### src/rtl/hsv2rgb_pkg.sv
`timescale 1ns / 1ps
// Shared types, constants and helper functions for the HSV to RGB444 converter.
// No dependencies; every other file of the block imports this package.
package hsv2rgb_pkg;

    localparam int unsigned Q_W    = 9;
    localparam int unsigned CHAN_W = 4;

    localparam logic [Q_W-1:0] Q_ONE = 9'd256;

    // Hue sector, the integer part of hue times six.
    typedef enum logic [2:0] {
        SECTOR_0 = 3'd0,
        SECTOR_1 = 3'd1,
        SECTOR_2 = 3'd2,
        SECTOR_3 = 3'd3,
        SECTOR_4 = 3'd4,
        SECTOR_5 = 3'd5
    } sector_t;

    // Clamp a Q1.8 value to 1.0.
    function automatic logic [Q_W-1:0] sat_q18(input logic [Q_W-1:0] x);
        return (x > Q_ONE) ? Q_ONE : x;
    endfunction

    // (15 * x) >> 8 for a clamped Q1.8 value; the result always fits in a channel.
    function automatic logic [CHAN_W-1:0] scale15_q8(input logic [Q_W-1:0] x);
        logic [Q_W+3:0] m;
        m = {x, 4'b0000} - {4'b0000, x};
        return m[Q_W+2:Q_W-1];
    endfunction

endpackage

### src/rtl/hsv2rgb_prep.sv
`timescale 1ns / 1ps
// First stage: clamps Q1.8 inputs, splits hue to sector and fraction, scales value, alpha.
// Depends on hsv2rgb_pkg.
module hsv2rgb_prep #(
    parameter int unsigned HUE_BITS = 16
) (
    input  logic                         aclk,
    input  logic                         aresetn,
    input  logic                         in_valid,
    output logic                         in_ready,
    input  logic [15:0]                  in_hue,
    input  logic [hsv2rgb_pkg::Q_W-1:0]  in_sat,
    input  logic [hsv2rgb_pkg::Q_W-1:0]  in_val,
    input  logic [hsv2rgb_pkg::Q_W-1:0]  in_alpha,
    output logic                         out_valid,
    input  logic                         out_ready,
    output hsv2rgb_pkg::sector_t         out_sector,
    output logic [HUE_BITS-1:0]          out_frac,
    output logic [hsv2rgb_pkg::Q_W-1:0]  out_sat,
    output logic [hsv2rgb_pkg::Q_W-1:0]  out_val,
    output logic [hsv2rgb_pkg::CHAN_W-1:0] out_vv,
    output logic [hsv2rgb_pkg::CHAN_W-1:0] out_aa
);
    import hsv2rgb_pkg::*;

    logic [HUE_BITS-1:0]   hue_w;
    logic [HUE_BITS+2:0]   hue6;
    logic [Q_W-1:0]        sat_c;
    logic [Q_W-1:0]        val_c;

    logic                  valid_reg;
    sector_t               sector_reg;
    logic [HUE_BITS-1:0]   frac_reg;
    logic [Q_W-1:0]        sat_reg;
    logic [Q_W-1:0]        val_reg;
    logic [CHAN_W-1:0]     vv_reg;
    logic [CHAN_W-1:0]     aa_reg;

    // Hue bits above HUE_BITS are dropped, so the hue wraps at a full turn.
    generate
        if (HUE_BITS <= 16) begin : g_hue_trunc
            assign hue_w = in_hue[HUE_BITS-1:0];
        end else begin : g_hue_ext
            assign hue_w = {{(HUE_BITS-16){1'b0}}, in_hue};
        end
    endgenerate

    assign hue6  = {1'b0, hue_w, 2'b00} + {2'b00, hue_w, 1'b0};
    assign sat_c = sat_q18(in_sat);
    assign val_c = sat_q18(in_val);

    assign in_ready  = !valid_reg || out_ready;
    assign out_valid = valid_reg;

    always_ff @(posedge aclk) begin
        if (!aresetn) begin
            valid_reg <= 1'b0;
        end else if (in_ready) begin
            valid_reg <= in_valid;
        end
    end

    always_ff @(posedge aclk) begin
        if (in_valid && in_ready) begin
            sector_reg <= sector_t'(hue6[HUE_BITS+2:HUE_BITS]);
            frac_reg   <= hue6[HUE_BITS-1:0];
            sat_reg    <= sat_c;
            val_reg    <= val_c;
            vv_reg     <= scale15_q8(val_c);
            aa_reg     <= scale15_q8(sat_q18(in_alpha));
        end
    end

    assign out_sector = sector_reg;
    assign out_frac   = frac_reg;
    assign out_sat    = sat_reg;
    assign out_val    = val_reg;
    assign out_vv     = vv_reg;
    assign out_aa     = aa_reg;

endmodule

### src/rtl/hsv2rgb_blend.sv
`timescale 1ns / 1ps
// Second pipeline stage: forms the p, q and t blend factors from fraction and saturation.
// Depends on hsv2rgb_pkg.
module hsv2rgb_blend #(
    parameter int unsigned HUE_BITS = 16
) (
    input  logic                           aclk,
    input  logic                           aresetn,
    input  logic                           in_valid,
    output logic                           in_ready,
    input  hsv2rgb_pkg::sector_t           in_sector,
    input  logic [HUE_BITS-1:0]            in_frac,
    input  logic [hsv2rgb_pkg::Q_W-1:0]    in_sat,
    input  logic [hsv2rgb_pkg::Q_W-1:0]    in_val,
    input  logic [hsv2rgb_pkg::CHAN_W-1:0] in_vv,
    input  logic [hsv2rgb_pkg::CHAN_W-1:0] in_aa,
    output logic                           out_valid,
    input  logic                           out_ready,
    output hsv2rgb_pkg::sector_t           out_sector,
    output logic [hsv2rgb_pkg::Q_W-1:0]    out_val,
    output logic [hsv2rgb_pkg::CHAN_W-1:0] out_vv,
    output logic [hsv2rgb_pkg::CHAN_W-1:0] out_aa,
    output logic [hsv2rgb_pkg::Q_W-1:0]    out_pb,
    output logic [HUE_BITS+8:0]            out_qb,
    output logic [HUE_BITS+8:0]            out_tb
);
    import hsv2rgb_pkg::*;

    localparam int unsigned BW = HUE_BITS + Q_W;

    logic [BW-1:0]     fs;
    logic [Q_W-1:0]    one_minus_s;

    logic              valid_reg;
    sector_t           sector_reg;
    logic [Q_W-1:0]    val_reg;
    logic [CHAN_W-1:0] vv_reg;
    logic [CHAN_W-1:0] aa_reg;
    logic [Q_W-1:0]    pb_reg;
    logic [BW-1:0]     qb_reg;
    logic [BW-1:0]     tb_reg;

    assign fs          = {{Q_W{1'b0}}, in_frac} * {{HUE_BITS{1'b0}}, in_sat};
    assign one_minus_s = Q_ONE - in_sat;

    assign in_ready  = !valid_reg || out_ready;
    assign out_valid = valid_reg;

    always_ff @(posedge aclk) begin
        if (!aresetn) begin
            valid_reg <= 1'b0;
        end else if (in_ready) begin
            valid_reg <= in_valid;
        end
    end

    // q = 1 - f*s and t = 1 - (1-f)*s = (1-s) + f*s, both at HUE_BITS+8 fraction bits.
    always_ff @(posedge aclk) begin
        if (in_valid && in_ready) begin
            sector_reg <= in_sector;
            val_reg    <= in_val;
            vv_reg     <= in_vv;
            aa_reg     <= in_aa;
            pb_reg     <= one_minus_s;
            qb_reg     <= {Q_ONE, {HUE_BITS{1'b0}}} - fs;
            tb_reg     <= {one_minus_s, {HUE_BITS{1'b0}}} + fs;
        end
    end

    assign out_sector = sector_reg;
    assign out_val    = val_reg;
    assign out_vv     = vv_reg;
    assign out_aa     = aa_reg;
    assign out_pb     = pb_reg;
    assign out_qb     = qb_reg;
    assign out_tb     = tb_reg;

endmodule

### src/rtl/hsv2rgb_mult.sv
`timescale 1ns / 1ps
// Third pipeline stage: multiplies the value into each blend factor.
// Depends on hsv2rgb_pkg.
module hsv2rgb_mult #(
    parameter int unsigned HUE_BITS = 16
) (
    input  logic                           aclk,
    input  logic                           aresetn,
    input  logic                           in_valid,
    output logic                           in_ready,
    input  hsv2rgb_pkg::sector_t           in_sector,
    input  logic [hsv2rgb_pkg::Q_W-1:0]    in_val,
    input  logic [hsv2rgb_pkg::CHAN_W-1:0] in_vv,
    input  logic [hsv2rgb_pkg::CHAN_W-1:0] in_aa,
    input  logic [hsv2rgb_pkg::Q_W-1:0]    in_pb,
    input  logic [HUE_BITS+8:0]            in_qb,
    input  logic [HUE_BITS+8:0]            in_tb,
    output logic                           out_valid,
    input  logic                           out_ready,
    output hsv2rgb_pkg::sector_t           out_sector,
    output logic [hsv2rgb_pkg::CHAN_W-1:0] out_vv,
    output logic [hsv2rgb_pkg::CHAN_W-1:0] out_aa,
    output logic [17:0]                    out_pm,
    output logic [HUE_BITS+17:0]           out_qm,
    output logic [HUE_BITS+17:0]           out_tm
);
    import hsv2rgb_pkg::*;

    localparam int unsigned MW = HUE_BITS + 2 * Q_W;

    logic [MW-1:0]     val_ext;

    logic              valid_reg;
    sector_t           sector_reg;
    logic [CHAN_W-1:0] vv_reg;
    logic [CHAN_W-1:0] aa_reg;
    logic [17:0]       pm_reg;
    logic [MW-1:0]     qm_reg;
    logic [MW-1:0]     tm_reg;

    assign val_ext = {{(HUE_BITS+Q_W){1'b0}}, in_val};

    assign in_ready  = !valid_reg || out_ready;
    assign out_valid = valid_reg;

    always_ff @(posedge aclk) begin
        if (!aresetn) begin
            valid_reg <= 1'b0;
        end else if (in_ready) begin
            valid_reg <= in_valid;
        end
    end

    always_ff @(posedge aclk) begin
        if (in_valid && in_ready) begin
            sector_reg <= in_sector;
            vv_reg     <= in_vv;
            aa_reg     <= in_aa;
            pm_reg     <= {{Q_W{1'b0}}, in_val} * {{Q_W{1'b0}}, in_pb};
            qm_reg     <= val_ext * {{Q_W{1'b0}}, in_qb};
            tm_reg     <= val_ext * {{Q_W{1'b0}}, in_tb};
        end
    end

    assign out_sector = sector_reg;
    assign out_vv     = vv_reg;
    assign out_aa     = aa_reg;
    assign out_pm     = pm_reg;
    assign out_qm     = qm_reg;
    assign out_tm     = tm_reg;

endmodule

### src/rtl/hsv2rgb_pack.sv
`timescale 1ns / 1ps
// Last pipeline stage: scales by 15, truncates to 4-bit channels and packs the pixel.
// Depends on hsv2rgb_pkg; its register is the output register of the block.
module hsv2rgb_pack #(
    parameter int unsigned HUE_BITS = 16
) (
    input  logic                           aclk,
    input  logic                           aresetn,
    input  logic                           in_valid,
    output logic                           in_ready,
    input  hsv2rgb_pkg::sector_t           in_sector,
    input  logic [hsv2rgb_pkg::CHAN_W-1:0] in_vv,
    input  logic [hsv2rgb_pkg::CHAN_W-1:0] in_aa,
    input  logic [17:0]                    in_pm,
    input  logic [HUE_BITS+17:0]           in_qm,
    input  logic [HUE_BITS+17:0]           in_tm,
    output logic                           out_valid,
    input  logic                           out_ready,
    output logic [15:0]                    out_color
);
    import hsv2rgb_pkg::*;

    localparam int unsigned MW = HUE_BITS + 18;

    logic [21:0]       p15;
    logic [MW+3:0]     q15;
    logic [MW+3:0]     t15;
    logic [CHAN_W-1:0] p_ch;
    logic [CHAN_W-1:0] q_ch;
    logic [CHAN_W-1:0] t_ch;
    logic [CHAN_W-1:0] r_ch;
    logic [CHAN_W-1:0] g_ch;
    logic [CHAN_W-1:0] b_ch;

    logic              valid_reg;
    logic [15:0]       color_reg;

    // Times 15 as x*16 - x; the channel is the nibble just above the fraction bits.
    assign p15  = {in_pm, 4'b0000} - {4'b0000, in_pm};
    assign q15  = {in_qm, 4'b0000} - {4'b0000, in_qm};
    assign t15  = {in_tm, 4'b0000} - {4'b0000, in_tm};
    assign p_ch = p15[19:16];
    assign q_ch = q15[HUE_BITS+19:HUE_BITS+16];
    assign t_ch = t15[HUE_BITS+19:HUE_BITS+16];

    always_comb begin
        unique case (in_sector)
            SECTOR_0: begin
                r_ch = in_vv; g_ch = t_ch;  b_ch = p_ch;
            end
            SECTOR_1: begin
                r_ch = q_ch;  g_ch = in_vv; b_ch = p_ch;
            end
            SECTOR_2: begin
                r_ch = p_ch;  g_ch = in_vv; b_ch = t_ch;
            end
            SECTOR_3: begin
                r_ch = p_ch;  g_ch = q_ch;  b_ch = in_vv;
            end
            SECTOR_4: begin
                r_ch = t_ch;  g_ch = p_ch;  b_ch = in_vv;
            end
            default: begin
                r_ch = in_vv; g_ch = p_ch;  b_ch = q_ch;
            end
        endcase
    end

    assign in_ready  = !valid_reg || out_ready;
    assign out_valid = valid_reg;

    always_ff @(posedge aclk) begin
        if (!aresetn) begin
            valid_reg <= 1'b0;
        end else if (in_ready) begin
            valid_reg <= in_valid;
        end
    end

    always_ff @(posedge aclk) begin
        if (in_valid && in_ready) begin
            color_reg <= {g_ch, b_ch, in_aa, r_ch};
        end
    end

    assign out_color = color_reg;

endmodule

### src/rtl/hsv_to_rgb444.sv
`timescale 1ns / 1ps
// Top level of the HSV to RGB444 converter: four pipeline stages behind stream handshakes.
// Depends on hsv2rgb_pkg, hsv2rgb_prep, hsv2rgb_blend, hsv2rgb_mult and hsv2rgb_pack.

// The converter takes one pixel per clock while the output is not stalled, passing it
// through four register stages: hue split and input clamping, the blend
// factors (one fraction-by-saturation multiply), the value multiplies, and scaling and
// channel packing into the output register. Each stage holds its transaction while the
// one after it is stalled, so back-pressure on the output stops the pipeline stage by
// stage and fills any bubbles first; s_tready stays high whenever the output register is
// empty or being read. HUE_BITS sets how many low bits of the hue form one full turn.
module hsv_to_rgb444 #(
    parameter int unsigned HUE_BITS = 16
) (
    input  logic        aclk,
    input  logic        aresetn,
    input  logic        s_tvalid,
    output logic        s_tready,
    // [15:0] hue, [24:16] saturation, [33:25] brightness, [42:34] alpha, [47:43] zero
    input  logic [47:0] s_tdata,
    output logic        m_tvalid,
    input  logic        m_tready,
    // [15:0] packed_color
    output logic [15:0] m_tdata
);
    import hsv2rgb_pkg::*;

    logic                prep_valid;
    logic                prep_ready;
    sector_t             prep_sector;
    logic [HUE_BITS-1:0] prep_frac;
    logic [Q_W-1:0]      prep_sat;
    logic [Q_W-1:0]      prep_val;
    logic [CHAN_W-1:0]   prep_vv;
    logic [CHAN_W-1:0]   prep_aa;

    logic                blend_valid;
    logic                blend_ready;
    sector_t             blend_sector;
    logic [Q_W-1:0]      blend_val;
    logic [CHAN_W-1:0]   blend_vv;
    logic [CHAN_W-1:0]   blend_aa;
    logic [Q_W-1:0]      blend_pb;
    logic [HUE_BITS+8:0] blend_qb;
    logic [HUE_BITS+8:0] blend_tb;

    logic                 mult_valid;
    logic                 mult_ready;
    sector_t              mult_sector;
    logic [CHAN_W-1:0]    mult_vv;
    logic [CHAN_W-1:0]    mult_aa;
    logic [17:0]          mult_pm;
    logic [HUE_BITS+17:0] mult_qm;
    logic [HUE_BITS+17:0] mult_tm;

    hsv2rgb_prep #(.HUE_BITS(HUE_BITS)) u_prep (
        .aclk       (aclk),
        .aresetn    (aresetn),
        .in_valid   (s_tvalid),
        .in_ready   (s_tready),
        .in_hue     (s_tdata[15:0]),
        .in_sat     (s_tdata[24:16]),
        .in_val     (s_tdata[33:25]),
        .in_alpha   (s_tdata[42:34]),
        .out_valid  (prep_valid),
        .out_ready  (prep_ready),
        .out_sector (prep_sector),
        .out_frac   (prep_frac),
        .out_sat    (prep_sat),
        .out_val    (prep_val),
        .out_vv     (prep_vv),
        .out_aa     (prep_aa)
    );

    hsv2rgb_blend #(.HUE_BITS(HUE_BITS)) u_blend (
        .aclk       (aclk),
        .aresetn    (aresetn),
        .in_valid   (prep_valid),
        .in_ready   (prep_ready),
        .in_sector  (prep_sector),
        .in_frac    (prep_frac),
        .in_sat     (prep_sat),
        .in_val     (prep_val),
        .in_vv      (prep_vv),
        .in_aa      (prep_aa),
        .out_valid  (blend_valid),
        .out_ready  (blend_ready),
        .out_sector (blend_sector),
        .out_val    (blend_val),
        .out_vv     (blend_vv),
        .out_aa     (blend_aa),
        .out_pb     (blend_pb),
        .out_qb     (blend_qb),
        .out_tb     (blend_tb)
    );

    hsv2rgb_mult #(.HUE_BITS(HUE_BITS)) u_mult (
        .aclk       (aclk),
        .aresetn    (aresetn),
        .in_valid   (blend_valid),
        .in_ready   (blend_ready),
        .in_sector  (blend_sector),
        .in_val     (blend_val),
        .in_vv      (blend_vv),
        .in_aa      (blend_aa),
        .in_pb      (blend_pb),
        .in_qb      (blend_qb),
        .in_tb      (blend_tb),
        .out_valid  (mult_valid),
        .out_ready  (mult_ready),
        .out_sector (mult_sector),
        .out_vv     (mult_vv),
        .out_aa     (mult_aa),
        .out_pm     (mult_pm),
        .out_qm     (mult_qm),
        .out_tm     (mult_tm)
    );

    hsv2rgb_pack #(.HUE_BITS(HUE_BITS)) u_pack (
        .aclk       (aclk),
        .aresetn    (aresetn),
        .in_valid   (mult_valid),
        .in_ready   (mult_ready),
        .in_sector  (mult_sector),
        .in_vv      (mult_vv),
        .in_aa      (mult_aa),
        .in_pm      (mult_pm),
        .in_qm      (mult_qm),
        .in_tm      (mult_tm),
        .out_valid  (m_tvalid),
        .out_ready  (m_tready),
        .out_color  (m_tdata)
    );

`ifndef ASSERT_OFF
    // The pipeline only pushes back when a result is waiting in the output register.
    a_ready_when_drained: assert property (@(posedge aclk) disable iff (!aresetn)
        (m_tready || !m_tvalid) |-> s_tready)
        else $error("input stalled although the output register can move");

    // Reset empties the whole pipeline.
    a_empty_after_reset: assert property (@(posedge aclk)
        !aresetn |=> !m_tvalid)
        else $error("result presented right after reset");

    // With the output drained every cycle, an input transaction moves through without a stall and shows up.
    a_fixed_latency: assert property (@(posedge aclk) disable iff (!aresetn)
        ($past(s_tvalid && s_tready, 4) && $past(m_tready, 1) && $past(m_tready, 2)
         && $past(m_tready, 3) && $past(aresetn, 1) && $past(aresetn, 2)
         && $past(aresetn, 3) && $past(aresetn, 4)) |-> m_tvalid)
        else $error("transaction lost in a free-running pipeline");
`endif

endmodule

### config.mk
export PLATFORM = sky130hd
export DESIGN_NAME = hsv_to_rgb444
export DESIGN_NICKNAME = d
export VERILOG_FILES = /design/src/rtl/hsv2rgb_pkg.sv /design/src/rtl/hsv2rgb_prep.sv /design/src/rtl/hsv2rgb_blend.sv /design/src/rtl/hsv2rgb_mult.sv /design/src/rtl/hsv2rgb_pack.sv /design/src/rtl/hsv_to_rgb444.sv
export SDC_FILE = /design/constraint.sdc
export NUM_CORES = 2
export LEC_CHECK = 0
export ABC_CLOCK_PERIOD_IN_PS = 7800
export BUFFER_PORTS_ARGS = -buffer_cell sky130_fd_sc_hd__buf_2
export CAP_MARGIN = 20
export CORE_MARGIN = 2
export CORE_UTILIZATION = 30
export DETAILED_ROUTE_END_ITERATION = 8
export PLACE_DENSITY = 0.53
export SLEW_MARGIN = 25
export SYNTH_ARGS = -nofsm -noshare
export SYNTH_HDL_FRONTEND = slang
export SYNTH_SLANG_ARGS = --single-unit
### constraint.sdc
create_clock -name aclk -period 7.8 [get_ports aclk]
set_clock_uncertainty 0.15 [all_clocks]
set_input_delay 1.17 -clock aclk [delete_from_list [all_inputs] [get_ports aclk]]
set_output_delay 1.17 -clock aclk [all_outputs]
set_load 0.005 [all_outputs]
==> After elaboration in Yosys (flattened, before gate mapping) <==
Index checks and enable logic that the tools add are counted.
{ "word_totals": {"reg_bits": 241, "out_inout_bits": 18, "word_cells": 66, "input_bits": 52} }
{ "classes": {"n_eq_ne": 4, "add_sub_neg": 9, "order_cmp": 3, "mux": 5, "n_reduce_logical": 17, "mul": 4} }
{ "ops": {"columns": ["operator", "count"], "rows": [
  ["subtractor 36 x 34 -> 36 bit", 2],
  ["multiplier 9 x 25 -> 34 bit", 2],
  ["case mux 4 bit (3 select lines)", 3],
  ["> comparator 9 bit, second input constant", 3],
  ["adder 25 bit", 1],
  ["multiplier 16 x 9 -> 25 bit", 1],
  ["subtractor 25 bit, first input constant", 1],
  ["subtractor 12 x 9 -> 12 bit", 2],
  ["subtractor 20 x 18 -> 20 bit", 1],
  ["adder 18 x 17 -> 19 bit", 1],
  ["multiplier 9 x 9 -> 18 bit", 1],
  ["two-way mux 9 bit", 2],
  ["subtractor 9 bit, first input constant", 1],
  ["OR reduction 2 bit", 4],
  ["== test 3 x 2 -> 1 bit, second input constant", 2],
  ["logical AND 1 bit", 4],
  ["logical NOT 1 bit", 4],
  ["logical OR 1 bit", 4],
  ["== test 3 x 1 -> 1 bit, second input constant", 1],
  ["== test 3 bit, second input constant", 1],
  ["logical NOT 3 bit", 1]
]} }

==> Depth between registers and ports, before layout <==
{ "logic_depth": {"depth_word": 6, "mapped_depth": 26} }

==> Modules after synthesis <==
A second synthesis with hierarchy kept.
{ "unflattened": {"cells_unflattened": 3629, "area_unflattened_um2": 34060.2} }
{ "modules_own_cells": {"columns": ["module", "area_per_inst_um2", "cells_per_inst", "n_inst"], "rows": [
  ["hsv2rgb_mult", 19700.1, 2117, 1],
  ["hsv2rgb_blend", 7912.6, 761, 1],
  ["hsv2rgb_pack", 3621.0, 488, 1],
  ["hsv2rgb_prep", 2826.5, 263, 1]
]} }

==> Least setup slack after synthesis <==
Ideal clock, no wire load.
{ "synth_path": {"kind": "in2reg", "startpoint": "input port m_tready", "endpoint": "register u_blend.aa_reg[0] (netlist: u_blend.out_aa[0]), enable pin", "path_buffers": 0, "arrival_ns": 6.987, "setup_ns": 0.626, "required_ns": 7.024, "path_slack_ns": 0.037, "cell_stages": 3, "path_cell_list": "nor2b_1 > and2_0 > a21boi_0"} }
{ "synth_between": {"elab_chain_cells": 4} }
{ "synth_lines": {"columns": ["element", "line", "text"], "rows": [
  ["start: declaration", "hsv_to_rgb444.sv:22", "input logic m_tready,"],
  ["logical OR 1 bit", "hsv2rgb_pack.sv:69", "assign in_ready = !valid_reg || out_ready;"],
  ["logical OR 1 bit", "hsv2rgb_mult.sv:43", "assign in_ready = !valid_reg || out_ready;"],
  ["logical OR 1 bit", "hsv2rgb_blend.sv:46", "assign in_ready = !valid_reg || out_ready;"],
  ["logical AND 1 bit", "hsv2rgb_blend.sv:59", "if (in_valid && in_ready) begin"],
  ["end signal: assignment", "hsv2rgb_blend.sv:63", "aa_reg <= in_aa;"],
  ["end: declaration", "hsv2rgb_blend.sv:38", "logic [CHAN_W-1:0] aa_reg;"]
]} }
Every way passes these cells.
A chain may end at the register's enable or synchronous reset.

==> Final worst setup path <==
{ "layout_path": {"startpoint": "register u_prep.sat_reg[0] (netlist: u_prep.out_sat[0])", "endpoint": "register u_blend.tb_reg[24] (netlist: u_blend.out_tb[24]) (data pin)"} }
{ "layout_between": {"elab_chain_cells": 2, "word_cells_on_any_way": 3, "classes_between": "add/sub (2); mul (1)"} }
{ "layout_lines": {"columns": ["element", "line", "text"], "rows": [
  ["start: declaration", "hsv2rgb_prep.sv:34", "logic [Q_W-1:0] sat_reg;"],
  ["start signal: assignment", "hsv2rgb_prep.sv:67", "sat_reg <= sat_c;"],
  ["multiplier 16 x 9 -> 25 bit / subtractor 9 bit (equally long branches)", "hsv2rgb_blend.sv:43, hsv2rgb_blend.sv:44", null],
  ["adder 25 bit (*)", "hsv2rgb_blend.sv:66", "tb_reg <= {one_minus_s, {HUE_BITS{1'b0}}} + fs;"],
  ["end signal: assignment", "hsv2rgb_blend.sv:66", null],
  ["end: declaration", "hsv2rgb_blend.sv:41", "logic [BW-1:0] tb_reg;"]
]} }
Every way passes the cells marked *; elsewhere a longest branch is shown, timed or not.

==> flow_summary.html <==
<table>
<tr><th>Metric</th><th>Value</th></tr>
<tr><th colspan="2">Synth</th></tr>
<tr><td>Most used standard cell by instance count after synthesis</td><td>inv_1</td></tr>
<tr><td>Adder and majority gate portion of the synthesized area</td><td>40.8%</td></tr>
<tr><td>Ranking of synthesized cells by instance count</td><td>601 x inv_1, 457 x nand2_1, 454 x fa_1</td></tr>
<tr><td>Number of enable-type register cells in the synthesized netlist</td><td>230</td></tr>
<tr><td>Net Count, Synth</td><td>4,031</td></tr>
<tr><td>Simple-gate area share of the yosys netlist</td><td>15.6%</td></tr>
<tr><td>Dominant register cell in the synthesized netlist</td><td>edfxtp_1</td></tr>
<tr><td>Compound-Gate Fraction of Synth Area</td><td>8.01%</td></tr>
<tr><td>Main area contributors after synthesis</td><td>fa_1 29%, edfxtp_1 22%, ha_1 12%</td></tr>
<tr><td>Fraction of synthesis flops using an asynchronous set or reset pin</td><td>0%</td></tr>
<tr><td>Mean Syn Cell Area</td><td>9.67 sq um</td></tr>
<tr><td>Share of the yosys chip area belonging to registers</td><td>22.4%</td></tr>
<tr><td>Number of distinct library cells after synthesis</td><td>90</td></tr>
<tr><td>Synthesized-area fraction occupied by xor and xnor cells</td><td>4.00%</td></tr>
<tr><td>Warning count from the yosys run</td><td>0</td></tr>
<tr><td>Share of Yosys cell area claimed by the top area cell type</td><td>29.1%</td></tr>
<tr><td>Cell area after synthesis</td><td>0.0313 sq mm</td></tr>
<tr><td>Dominant combinational cell family by area after synthesis</td><td>adder cells</td></tr>
<tr><td>Mapped Cells</td><td>3,232</td></tr>
<tr><td>Dominant cell type by area after synthesis</td><td>fa_1</td></tr>
<tr><td>Register bit total from synthesis</td><td>234</td></tr>
<tr><td>Multiplexer share of the synthesized area</td><td>0.260%</td></tr>
<tr><th colspan="2">STA</th></tr>
<tr><td>Unrepaired setup endpoints after global routing</td><td>false</td></tr>
<tr><td>Final hold violations</td><td>0</td></tr>
<tr><td>Hold Slack</td><td>0.265 ns</td></tr>
<tr><td>Maximum achievable frequency</td><td>147 MHz</td></tr>
<tr><td>Finish-stage setup viols</td><td>0</td></tr>
<tr><td>Max-slew violation count</td><td>0</td></tr>
<tr><td>Slew at the pin with the worst max-slew slack</td><td>0.988 ns</td></tr>
<tr><td>Final worst setup slack</td><td>0.986 ns</td></tr>
<tr><td>Final critical-path share of the clock period</td><td>87.4%</td></tr>
<tr><td>Normalized max-slew margin</td><td>34.1%</td></tr>
<tr><td>Post-Route Setup TNS</td><td>0 ns</td></tr>
<tr><td>Min Clock Period, post-route</td><td>6.81 ns</td></tr>
<tr><th colspan="2">Worst setup path</th></tr>
<tr><td>Category of the critical setup timing path</td><td>reg -&gt; reg</td></tr>
<tr><td>Arrival time at the worst endpoint</td><td>7.00 ns</td></tr>
<tr><td>Required time at the worst-slack endpoint</td><td>7.99 ns</td></tr>
<tr><td>Kind of start point of the critical path</td><td>flip-flop</td></tr>
<tr><td>Critical Path Sink Type</td><td>flip-flop</td></tr>
<tr><td>Highest net fanout along the worst path</td><td>19</td></tr>
<tr><th colspan="2">Detailed routing</th></tr>
<tr><td>Vias post-DR</td><td>21.2k</td></tr>
<tr><td>Wire length per cell</td><td>14.8 um</td></tr>
<tr><td>Detailed Routing Iterations Pass 1</td><td>5</td></tr>
<tr><td>Drt via density</td><td>4.60</td></tr>
<tr><td>Met1 Routed Length</td><td>32,700 um</td></tr>
<tr><td>Length of routed met2 wiring</td><td>32,300 um</td></tr>
<tr><td>Routed length on met3</td><td>2480 um</td></tr>
<tr><td>DR iter-0 viols</td><td>1,019</td></tr>
<tr><td>DRC Markers</td><td>0</td></tr>
<tr><td>Highest routed metal layer</td><td>met4</td></tr>
<tr><td>Post-DRT Antenna Nets</td><td>0</td></tr>
<tr><td>Drt total wl</td><td>68,500 um</td></tr>
<tr><th colspan="2">Floorplan</th></tr>
<tr><td>Chip Width</td><td>327 um</td></tr>
<tr><td>Initial Utilization</td><td>30.2%</td></tr>
<tr><td>Number of ports placed on the die boundary</td><td>70</td></tr>
<tr><td>Die area</td><td>0.107 sq mm</td></tr>
<tr><td>Total number of placement rows</td><td>118</td></tr>
<tr><td>Die Y</td><td>327 um</td></tr>
<tr><td>CORE AREA</td><td>0.103 sq mm</td></tr>
<tr><th colspan="2">GRT</th></tr>
<tr><td>Number of antenna violations at the first check in global routing</td><td>1</td></tr>
<tr><td>Via count of the first global-routing pass</td><td>22.6k</td></tr>
<tr><td>Maximum number of pins on one net before global-route repair</td><td>67</td></tr>
<tr><td>Wire length of the first global-routing pass</td><td>117,000 um</td></tr>
<tr><td>Overall overflow remaining after global route</td><td>0</td></tr>
<tr><td>Total global routing track utilization</td><td>13.3%</td></tr>
<tr><th colspan="2">Placement</th></tr>
<tr><td>Routability-driven placement congestion ratio</td><td>0.821</td></tr>
<tr><td>Placed wire-length estimate</td><td>55,000 um</td></tr>
<tr><td>IO Port Bufs</td><td>64</td></tr>
<tr><td>Place WS</td><td>0.995 ns</td></tr>
<tr><th colspan="2">CTS</th></tr>
<tr><td>Maximum clock insertion buffer count</td><td>3</td></tr>
<tr><td>TritonCTS clock tree</td><td>yes</td></tr>
<tr><td>Clock transition at the registers of the reported paths</td><td>0.06 ns</td></tr>
<tr><td>Root buf cell</td><td>clkbuf_16</td></tr>
<tr><td>Number of buffers created by CTS</td><td>29</td></tr>
<tr><td>Number of clock sinks seen by CTS</td><td>234</td></tr>
<tr><td>Setup Buffers After CTS</td><td>0</td></tr>
<tr><td># resized after CTS</td><td>0</td></tr>
<tr><td>Number of H-tree levels</td><td>1</td></tr>
<tr><td>Hold-fix buffers, CTS</td><td>0</td></tr>
<tr><td>Clock insertion delay at the later pin of the skew report</td><td>0.60 ns</td></tr>
<tr><th colspan="2">Job</th></tr>
<tr><td>Number of max-cap violations</td><td>0</td></tr>
<tr><th colspan="2">Cells and area</th></tr>
<tr><td>Area added between synthesis and finish</td><td>8.71%</td></tr>
<tr><td>Multi-input combinational cell area</td><td>0.0215 sq mm</td></tr>
<tr><td>Filler Cells Inserted</td><td>10.7k</td></tr>
<tr><td>Utilization after layout</td><td>32.9%</td></tr>
<tr><td>Count of nets after finishing</td><td>4,017</td></tr>
<tr><td>Reg area</td><td>0.00699 sq mm</td></tr>
<tr><td>Layout cell share with drive strength beyond 1</td><td>5.37%</td></tr>
<tr><th colspan="2">Outcome</th></tr>
<tr><td>Status</td><td>finished, final reports clean</td></tr>
<tr><th colspan="2">Min path</th></tr>
<tr><td>Hold Crit Class</td><td>reg -&gt; reg</td></tr>
</table>
## critical path, cell delays in order (launching register included)
cell and delay [ns]:
edfxtp_1 0.92, nand2_1 0.16, fa_1 0.53, inv_1 0.05
fa_1 0.49, inv_1 0.05, fa_1 0.48, fa_1 0.55
inv_1 0.04, ha_1 0.36, o211ai_2 0.10, a21oi_1 0.33
o2111ai_2 0.20, a21boi_1 0.24, a211o_1 0.14, a21oi_1 0.07
xnor2_1 0.50, ha_1 0.41, and3_1 0.18, a32oi_1 0.13
and4b_1 0.27, a22oi_1 0.09, xnor2_1 0.13
## layout make-up
class                           instances  area share [%]
Timing Repair Buffer                   93            1.58
Sequential cell                       234            20.6
Clock inverter                         22           0.593
Multi-Input combinational cell       2259            63.4
Clock buffer                           31            2.16
Inverter                              601            6.64
Antenna cell                            1         0.00737
Tap cell                             1380            5.08
## kinds of logic after synthesis
| group | Yosys count |
|---|---|
| xor+xnor | 138 |
| buf+inv | 739 |
| compound gates | 365 |
| flops | 234 |
| simple gates | 1000 |
| mux | 8 |
| fa+ha+maj | 748 |
## per-stage QoR
| step | area, sq um | cells |
|---|---|---|
| after floorplan | 31300 | 3232 |
| after global placement | 33000 | 4567 |
| after detailed placement | 33000 | 4567 |
| after CTS | 34000 | 4620 |
| after global routing | 34000 | 4620 |
| final | 34000 | 4621 |
## cells in the final DEF, fill, tap and decap left out, types with 24 or more instances in the layout
master,n
clkbuf_16,29
inv_1,601
and2_1,260
nor2_1,93
ha_1,293
xnor2_1,96
buf_4,29
a21oi_1,94
a21o_1,41
xor2_1,37
nand3_1,25
o21a_1,24
o21ai_0,57
fa_1,454
nand2_1,457
edfxtp_1,230
buf_2,64
nor2b_1,34
## state kept, by name (all words and copies together), names as in the netlist, 3 cells and up
register and count:
u_mult.out_tm 33, u_mult.out_qm 32, u_blend.out_tb 24, u_blend.out_qb 23, u_mult.out_pm 18, u_pack.out_color 16
u_prep.out_frac 15, u_blend.out_pb 9, u_blend.out_val 9, u_prep.out_sat 9, u_prep.out_val 9, u_blend.out_aa 4
u_blend.out_vv 4, u_mult.out_aa 4, u_mult.out_vv 4, u_prep.out_aa 4, u_prep.out_vv 4, u_blend.out_sector 3
u_mult.out_sector 3, u_prep.out_sector 3
## path summary, 6_finish.rpt
path | startpoint | endpoint | slack, ns | cells past startpoint
setup / recovery | u_prep.out_sat[0] | u_blend.out_tb[24] | 0.99 | 22
hold reg to reg | u_blend.out_vv[3] | u_mult.out_vv[3] | 0.27 | 0
hold / removal | u_blend.out_vv[3] | u_mult.out_vv[3] | 0.27 | 0
setup reg to reg | u_prep.out_sat[0] | u_blend.out_tb[24] | 0.99 | 22
## layer usage
| layer | track usage, % | vias up |
|---|---|---|
| met1 | 18.2 | 10700 |
| met4 | 2.20 | 0 |
| met3 | 1.97 | 59 |
| met2 | 22.5 | 274 |
| met5 | 0 | - |
| li1 | - | 10200 |
Power is not shown: default switching activity piles up to over one toggle a cycle in this logic, so the estimate is an artifact.
